<file path="config.mk">
export PLATFORM = sky130hd
export DESIGN_NAME = utf8_cyrillic_to_lcd_charset_top
export DESIGN_NICKNAME = d
export VERILOG_FILES = /design/src/hdl/u8cyr_pkg.sv /design/src/hdl/u8cyr_glyph_rom.sv /design/src/hdl/utf8_cyrillic_to_lcd_charset_top.sv
export SDC_FILE = /design/constraint.sdc
export NUM_CORES = 1
export LEC_CHECK = 0
export ABC_AREA = 1
export BUFFER_PORTS_ARGS = -buffer_cell sky130_fd_sc_hd__buf_2
export CORE_MARGIN = 2
export CORE_UTILIZATION = 59
export CTS_CLUSTER_SIZE = 12
export DETAILED_ROUTE_END_ITERATION = 10
export PLACE_DENSITY = 0.8
export SYNTH_ARGS = -nofsm -noshare
export SYNTH_HDL_FRONTEND = slang
export SYNTH_SLANG_ARGS = --single-unit
</file>
<file path="constraint.sdc">
create_clock -name clk -period 2.25 [get_ports clk]
set_clock_uncertainty 0.15 [all_clocks]
set_input_delay 0.225 -clock clk [delete_from_list [all_inputs] [get_ports clk]]
set_output_delay 0.225 -clock clk [all_outputs]
set_load 0.05 [all_outputs]
</file>
<file path="src/hdl/u8cyr_pkg.sv">
package u8cyr_pkg;

    localparam logic [7:0] LEAD_D0     = 8'hD0;
    localparam logic [7:0] LEAD_D1     = 8'hD1;
    localparam logic [7:0] LEAD_E2     = 8'hE2;
    localparam logic [7:0] CONT_84     = 8'h84;
    localparam logic [7:0] CONT_96     = 8'h96;
    localparam logic [7:0] NUMERO_CODE = 8'hCC;
    localparam logic [7:0] D0_IO_BYTE  = 8'h81;
    localparam logic [7:0] D0_IO_CODE  = 8'hA2;
    localparam logic [7:0] D1_YO_BYTE  = 8'h91;
    localparam logic [7:0] D1_YO_CODE  = 8'hB5;
    localparam logic [7:0] D0_TAB_LO   = 8'h90;
    localparam logic [7:0] D0_TAB_HI   = 8'hBF;
    localparam logic [7:0] D1_TAB_LO   = 8'h80;
    localparam logic [7:0] D1_TAB_HI   = 8'h8F;
    localparam logic [7:0] REPL_RESET  = 8'h20;

    localparam int D0_TAB_DEPTH = 48;
    localparam int D1_TAB_DEPTH = 16;

    localparam logic [7:0] D0_TAB [D0_TAB_DEPTH] = '{
        8'h41, 8'hA0, 8'h42, 8'hA1, 8'hE0, 8'h45, 8'hA3, 8'hA4,
        8'hA5, 8'hA6, 8'h4B, 8'hA7, 8'h4D, 8'h48, 8'h4F, 8'hA8,
        8'h50, 8'h43, 8'h54, 8'hA9, 8'hAA, 8'h58, 8'hE1, 8'hAB,
        8'hAC, 8'hE2, 8'hAD, 8'hAE, 8'h62, 8'hAF, 8'hB0, 8'hB1,
        8'h61, 8'hB2, 8'hB3, 8'hB4, 8'hE3, 8'h65, 8'hB6, 8'hB7,
        8'hB8, 8'hB9, 8'hBA, 8'hBB, 8'hBC, 8'hBD, 8'h6F, 8'hBE
    };

    localparam logic [7:0] D1_TAB [D1_TAB_DEPTH] = '{
        8'h70, 8'h63, 8'hBF, 8'h79, 8'hE4, 8'h78, 8'hE5, 8'hC0,
        8'hC1, 8'hE6, 8'hC2, 8'hC3, 8'hC4, 8'hC5, 8'hC6, 8'hC7
    };

    typedef enum logic [1:0] {
        ST_OK      = 2'd0,
        ST_UNKNOWN = 2'd1,
        ST_TRUNC   = 2'd2
    } status_t;

    typedef enum logic [4:0] {
        PH_IDLE = 5'b00001,
        PH_D0   = 5'b00010,
        PH_D1   = 5'b00100,
        PH_E2   = 5'b01000,
        PH_E284 = 5'b10000
    } phase_t;

    typedef struct packed {
        logic       d0_hit;
        logic [7:0] d0_code;
        logic       d1_hit;
        logic [7:0] d1_code;
    } lookup_t;

endpackage

</file>
<file path="src/hdl/u8cyr_glyph_rom.sv">
module u8cyr_glyph_rom (
    input  logic                clk,
    input  logic                rd_en,
    input  logic [7:0]          rd_byte,
    output u8cyr_pkg::lookup_t  rd_data
);

    u8cyr_pkg::lookup_t data_reg;
    logic [5:0]         d0_idx;
    logic [3:0]         d1_idx;
    logic               d0_in_tab;
    logic               d1_in_tab;

    assign d0_idx    = 6'(rd_byte - u8cyr_pkg::D0_TAB_LO);
    assign d1_idx    = rd_byte[3:0];
    assign d0_in_tab = (rd_byte >= u8cyr_pkg::D0_TAB_LO) && (rd_byte <= u8cyr_pkg::D0_TAB_HI);
    assign d1_in_tab = (rd_byte >= u8cyr_pkg::D1_TAB_LO) && (rd_byte <= u8cyr_pkg::D1_TAB_HI);

    always_ff @(posedge clk)
    begin
        if (rd_en)
        begin
            if (rd_byte == u8cyr_pkg::D0_IO_BYTE)
            begin
                data_reg.d0_hit  <= 1'b1;
                data_reg.d0_code <= u8cyr_pkg::D0_IO_CODE;
            end
            else if (d0_in_tab)
            begin
                data_reg.d0_hit  <= 1'b1;
                data_reg.d0_code <= u8cyr_pkg::D0_TAB[d0_idx];
            end
            else
            begin
                data_reg.d0_hit  <= 1'b0;
                data_reg.d0_code <= 8'h00;
            end

            if (rd_byte == u8cyr_pkg::D1_YO_BYTE)
            begin
                data_reg.d1_hit  <= 1'b1;
                data_reg.d1_code <= u8cyr_pkg::D1_YO_CODE;
            end
            else if (d1_in_tab)
            begin
                data_reg.d1_hit  <= 1'b1;
                data_reg.d1_code <= u8cyr_pkg::D1_TAB[d1_idx];
            end
            else
            begin
                data_reg.d1_hit  <= 1'b0;
                data_reg.d1_code <= 8'h00;
            end
        end
    end

    assign rd_data = data_reg;

endmodule

</file>
<file path="src/hdl/utf8_cyrillic_to_lcd_charset_top.sv">
// Transcodes a UTF-8 byte stream into glyph codes of a Cyrillic character-LCD ROM.
// Input beats (in_byte, in_last) arrive on a valid/ready channel; result beats
// (glyph_code, status, out_last) leave on another. A byte that opens or extends
// a multi-byte sequence gives no result unless it is the last byte of the string,
// in which case one truncated-status result is given.
// The register replacement_code is written through cfg_wr_en and cfg_wr_data and
// resets to 0x20; write it only while the block is idle.
// The block takes one byte per cycle while the output is not stalled: the lookup
// stage reads the glyph ROM, then the byte is resolved against the decode phase and
// its result is loaded into the output register.
// When the receiver holds out_ready low, the output register keeps its beat and
// the lookup stage holds; in_ready falls once both stages are full and rises in
// the same cycle the output is taken.
// Reset (rst_n low) empties both stages, returns the decoder to idle and restores
// the replacement code; no ROM clearing is needed.
module utf8_cyrillic_to_lcd_charset_top (
    input  logic       clk,
    input  logic       rst_n,
    input  logic       cfg_wr_en,
    input  logic [7:0] cfg_wr_data,
    input  logic       in_valid,
    output logic       in_ready,
    input  logic [7:0] in_byte,
    input  logic       in_last,
    output logic       out_valid,
    input  logic       out_ready,
    output logic [7:0] glyph_code,
    output logic [1:0] status,
    output logic       out_last
);

    logic [7:0]          repl_reg;
    logic                s1_valid_reg;
    logic [7:0]          s1_byte_reg;
    logic                s1_last_reg;
    u8cyr_pkg::lookup_t  s1_lookup;
    u8cyr_pkg::phase_t   phase_reg;
    u8cyr_pkg::phase_t   phase_next;
    u8cyr_pkg::phase_t   pend_phase;
    logic                pending;
    logic                res_valid;
    logic [7:0]          res_code;
    u8cyr_pkg::status_t  res_status;
    logic                res_last;
    logic                out_valid_reg;
    logic [7:0]          out_code_reg;
    u8cyr_pkg::status_t  out_status_reg;
    logic                out_last_reg;
    logic                advance;
    logic                in_fire;

    assign advance  = s1_valid_reg && (!out_valid_reg || out_ready);
    assign in_ready = !s1_valid_reg || advance;
    assign in_fire  = in_valid && in_ready;

    u8cyr_glyph_rom u_rom (
        .clk     (clk),
        .rd_en   (in_fire),
        .rd_byte (in_byte),
        .rd_data (s1_lookup)
    );

    always_ff @(posedge clk or negedge rst_n)
    begin
        if (!rst_n)
        begin
            repl_reg <= u8cyr_pkg::REPL_RESET;
        end
        else if (cfg_wr_en)
        begin
            repl_reg <= cfg_wr_data;
        end
    end

    always_ff @(posedge clk or negedge rst_n)
    begin
        if (!rst_n)
        begin
            s1_valid_reg <= 1'b0;
        end
        else if (in_ready)
        begin
            s1_valid_reg <= in_valid;
        end
    end

    always_ff @(posedge clk)
    begin
        if (in_fire)
        begin
            s1_byte_reg <= in_byte;
            s1_last_reg <= in_last;
        end
    end

    always_comb
    begin
        res_valid  = 1'b0;
        res_code   = s1_byte_reg;
        res_status = u8cyr_pkg::ST_OK;
        res_last   = s1_last_reg;
        pending    = 1'b0;
        pend_phase = u8cyr_pkg::PH_IDLE;
        phase_next = u8cyr_pkg::PH_IDLE;
        unique case (phase_reg)
            u8cyr_pkg::PH_D0:
            begin
                res_valid  = 1'b1;
                res_code   = s1_lookup.d0_hit ? s1_lookup.d0_code : repl_reg;
                res_status = s1_lookup.d0_hit ? u8cyr_pkg::ST_OK : u8cyr_pkg::ST_UNKNOWN;
            end
            u8cyr_pkg::PH_D1:
            begin
                res_valid  = 1'b1;
                res_code   = s1_lookup.d1_hit ? s1_lookup.d1_code : repl_reg;
                res_status = s1_lookup.d1_hit ? u8cyr_pkg::ST_OK : u8cyr_pkg::ST_UNKNOWN;
            end
            u8cyr_pkg::PH_E2:
            begin
                if (s1_byte_reg == u8cyr_pkg::CONT_84)
                begin
                    pending    = 1'b1;
                    pend_phase = u8cyr_pkg::PH_E284;
                end
                else
                begin
                    res_valid  = 1'b1;
                    res_code   = repl_reg;
                    res_status = u8cyr_pkg::ST_UNKNOWN;
                end
            end
            u8cyr_pkg::PH_E284:
            begin
                res_valid = 1'b1;
                if (s1_byte_reg == u8cyr_pkg::CONT_96)
                begin
                    res_code = u8cyr_pkg::NUMERO_CODE;
                end
                else
                begin
                    res_code   = repl_reg;
                    res_status = u8cyr_pkg::ST_UNKNOWN;
                end
            end
            default:
            begin
                priority if (s1_byte_reg == u8cyr_pkg::LEAD_D0)
                begin
                    pending    = 1'b1;
                    pend_phase = u8cyr_pkg::PH_D0;
                end
                else if (s1_byte_reg == u8cyr_pkg::LEAD_D1)
                begin
                    pending    = 1'b1;
                    pend_phase = u8cyr_pkg::PH_D1;
                end
                else if (s1_byte_reg == u8cyr_pkg::LEAD_E2)
                begin
                    pending    = 1'b1;
                    pend_phase = u8cyr_pkg::PH_E2;
                end
                else
                begin
                    res_valid = 1'b1;
                end
            end
        endcase

        if (pending)
        begin
            if (s1_last_reg)
            begin
                res_valid  = 1'b1;
                res_code   = repl_reg;
                res_status = u8cyr_pkg::ST_TRUNC;
                res_last   = 1'b1;
            end
            else
            begin
                phase_next = pend_phase;
            end
        end
    end

    always_ff @(posedge clk or negedge rst_n)
    begin
        if (!rst_n)
        begin
            phase_reg     <= u8cyr_pkg::PH_IDLE;
            out_valid_reg <= 1'b0;
        end
        else
        begin
            if (advance)
            begin
                phase_reg <= phase_next;
            end
            if (advance && res_valid)
            begin
                out_valid_reg <= 1'b1;
            end
            else if (out_ready)
            begin
                out_valid_reg <= 1'b0;
            end
        end
    end

    always_ff @(posedge clk)
    begin
        if (advance && res_valid)
        begin
            out_code_reg   <= res_code;
            out_status_reg <= res_status;
            out_last_reg   <= res_last;
        end
    end

    assign out_valid  = out_valid_reg;
    assign glyph_code = out_code_reg;
    assign status     = out_status_reg;
    assign out_last   = out_last_reg;

    // The decoder phase is always exactly one of its one-hot codes.
    a_phase_onehot: assert property (@(posedge clk) disable iff (!rst_n)
        $onehot(phase_reg))
        else $error("decode phase lost its one-hot form");

    // The last byte of a string always leaves the decoder idle.
    a_last_clears_phase: assert property (@(posedge clk) disable iff (!rst_n)
        (advance && s1_last_reg) |=> (phase_reg == u8cyr_pkg::PH_IDLE))
        else $error("sequence still pending after the last byte");

    // A byte that ends a string always produces a result beat.
    a_last_gives_result: assert property (@(posedge clk) disable iff (!rst_n)
        (advance && s1_last_reg) |=> (out_valid_reg && out_last_reg))
        else $error("last byte produced no result beat");

    // A truncated-status beat always marks the end of the string.
    a_trunc_is_last: assert property (@(posedge clk) disable iff (!rst_n)
        (out_valid_reg && (out_status_reg == u8cyr_pkg::ST_TRUNC)) |-> out_last_reg)
        else $error("truncated status without end marker");

    // A lead byte that opens a sequence mid-string gives no result beat.
    a_pending_no_result: assert property (@(posedge clk) disable iff (!rst_n)
        (advance && pending && !s1_last_reg) |-> !res_valid)
        else $error("pending sequence produced a result");

endmodule
</file>
==> run metrics <==
Comb power frac 0.229; worst r2r src phase_reg[0]; first-pass GRT wire length 13.5 mm; Relative slew margins 0.652; htree depth 2; Die Y 79.3 um; sw frac 0.326; MaxCap Viol Count 0; initial DRC count 223; CP Launch Type register; maximum clock path buffer count 2; top-count cell post-synth nand2_1; Worst VDD drop 0.373 mV; post-route cell area 3800 sq um; final worst-path cycle share 0.939; critical hold path startpoint cfg_wr_data[6]; Std-Cell Rows 27; asr flop ratio synth 0.283; hpwl dp 6.47 mm; CP arrival 2.00 ns; Setup Viol. Count Final 0; CP peak stage delay 0.57 ns; Fmax achieved 473 MHz; Max stage delay cell, worst path dfstp_2; Seq/Total Area, Yosys 0.455; RR Endpoint glyph_code[7]; largest net degree at the start of global routing 28; dominant synthesized flop cell edfxtp_1; critical path endpoint category register; Post-CTS Setup Inserts 0; DR WL/cell 15.2 um; Synth top area share 0.341; initial antenna violation count 0; clk_lat worst skew 0.30 ns; vias per cell 5.67; flip-flop count of the largest register after layout 18; Mapped Cells 434; CORE AREA 5470 sq um; gpl congestion 0.962; Layout area overhead 13.8%; Reg2Reg Depth 9; total congestion overflow 0; max-slew violations 0; area of the die 6280 sq um; Inserted Diodes 0; Area contributors post-synth edfxtp_1, nand2_1, dfrtp_1; Synth cell types 34; EDFF count, synth 38; Root Buffer clkbuf_8; clock share of power 0.233; Int Pwr 0.00152 W; syn avg cell area 7.70 sq um; CTS tree built; storage element area 1520 sq um; Worst-Margin Slew 0.521 ns; DRT Wirelength 8.43 mm; largest area contributor in the netlist edfxtp_1; P per Cell Area 593 nW/um^2; RSZ-0062 raised after global routing no; Final Critical Period 2.11 ns; vias in the first global route 2937; Port Buf Inserts 34; I/O pin count 35; CTS buffer count 5; clock sink count 53; Net Switching 0.000735 W; Worst Hold Class in2reg; worst-path fanout max 7; Yosys reg bits 53; Most Frequent Cell on Critical Path nand2_1; most frequent cells after synthesis nand2_1, inv_1, nor2_1; dpl cell area 3590 sq um; Worst Path Required 2.14 ns; Setup Crit Path Kind reg2reg; Residual DRC 0; DR pass1 iterations 5; initial core utilization 0.611; Fin Setup TNS 0 ns; Worst Hold Depth 3; part of the power in registers 0.538; post-synthesis cell area 3340 sq um; via count 3146; hold path endpoint repl_reg[6]; die width 79.3 um; crit path cell chain nor2_2 -> nand3_2 -> nand2_4 -> nor2_4 -> nand2_1 -> nand2_1 -> nand2_1 -> nand2_2 -> clkinvlp_4; Clock transition at path regs 0.10 ns; final hold vios 0; area of the multi-input gates 1560 sq um; CP Buf/Inv Count 1; NumNets Final 513; Synth Warn # 0; FF-to-FF setup slack 0.14 ns; ANT nets after route 0; post-synth net total 465; status finished, final reports clean; layout cells sized above 1 0.157; fill count 469; all-layer global routing usage 0.280; P_leak 1.78 nW; CP top delay family simple AND/OR/NAND/NOR gates
## what timing repair did
item	4_1_cts	5_1_grt
resized for setup	0	3
hold buffers	10	1
hold endpoints to repair	24	1
setup endpoints to repair	0	11
## worst max path at each step
stage / from / cells after the start / end / slack, ns
4_1_cts: phase_reg[1] / 9 / glyph_code[7] / 0.13
2_1_floorplan: out_valid / 3 / s1_byte_reg[0] / 0.06
5_1_grt: phase_reg[0] / 9 / glyph_code[7] / 0.008
3_5_place_dp: in_byte[4] / 8 / u_rom.rd_data[10] / 0.12
6_report: phase_reg[0] / 9 / glyph_code[7] / 0.14
3_3_place_gp: in_byte[4] / 8 / u_rom.rd_data[10] / 0.07
## per-stage QoR
step	setup slack, ns	utilization	hold slack (ns)	total power, W	cells
final	0.137	0.695	0.00120	0.00226	555
after global routing	0.00835	0.695	0.00864	0.00235	555
after CTS	0.127	0.691	0.00104	0.00224	553
after detailed placement	0.118	0.656	0.0140	0.00172	535
after global placement	0.0716	0.656	-0.00384	0.00171	535
after floorplan	0.0640	-	-0.221	0.00157	434
## power by group through the flow
stage | Sequential, W | Clock (W) | Combinational [W]
floorplan | 0.00131 | 0 | 0.000262
global placement | 0.00123 | 0 | 0.000482
detailed placement | 0.00123 | 0 | 0.000485
CTS | 0.00121 | 0.000523 | 0.000500
global route | 0.00122 | 0.000567 | 0.000566
finish | 0.00121 | 0.000525 | 0.000516
## layout by cell type, fill, tap and decap left out, drive strengths merged
cell	netlist	layout
nand2	125	125
nor2	56	56
inv	57	55
o21ai	45	45
buf	8	39
edfxtp	38	38
nand3	26	26
a21oi	24	24
dfrtp	13	13
dlygate4sd3	0	11
ha	9	9
nor3	7	7
clkbuf	2	6
clkinvlp	0	5
nand4	4	4
nand3b	4	4
o211ai	3	3
o21a	2	2
o22ai	2	2
nor4	2	2
dfstp	2	2
o31ai	1	1
a22oi	1	1
o21bai	1	1
o2111ai	1	1
o221ai	1	1
## tightest hold or removal path, delay by kind of cell
family	cells	cell delay, ns
compound gates	1	0.07
buf+inv	1	0.07
simple gates	1	0.05
## metal layers
| layer | vias up | track usage | part of all wire |
|---|---|---|---|
| met1 | 1430 | 0.319 | 0.39 |
| met5 | - | 0 | 0 |
| li1 | 1520 | - | - |
| met3 | 39 | 0.0341 | 0.054 |
| met2 | 157 | 0.497 | 0.50 |
| met4 | 0 | 0.178 | 0.058 |
## cell type report
cell class / count / area share
clock buffer: 6 / 0.0191
clock inverter: 2 / 0.00395
inverter: 57 / 0.0582
multi-input combinational: 314 / 0.410
sequential: 53 / 0.399
tap: 72 / 0.0237
timing repair buffer: 50 / 0.0836
timing repair inverter: 1 / 0.00197
## kinds of logic after synthesis
group           after synthesis  share of synthesized area
compound gates               81                      0.130
buf+inv                      67                     0.0809
fa+ha+maj                     9                     0.0337
simple gates                224                      0.301
flops                        53                      0.455
Note: power is estimated with default switching activity, not from simulation.
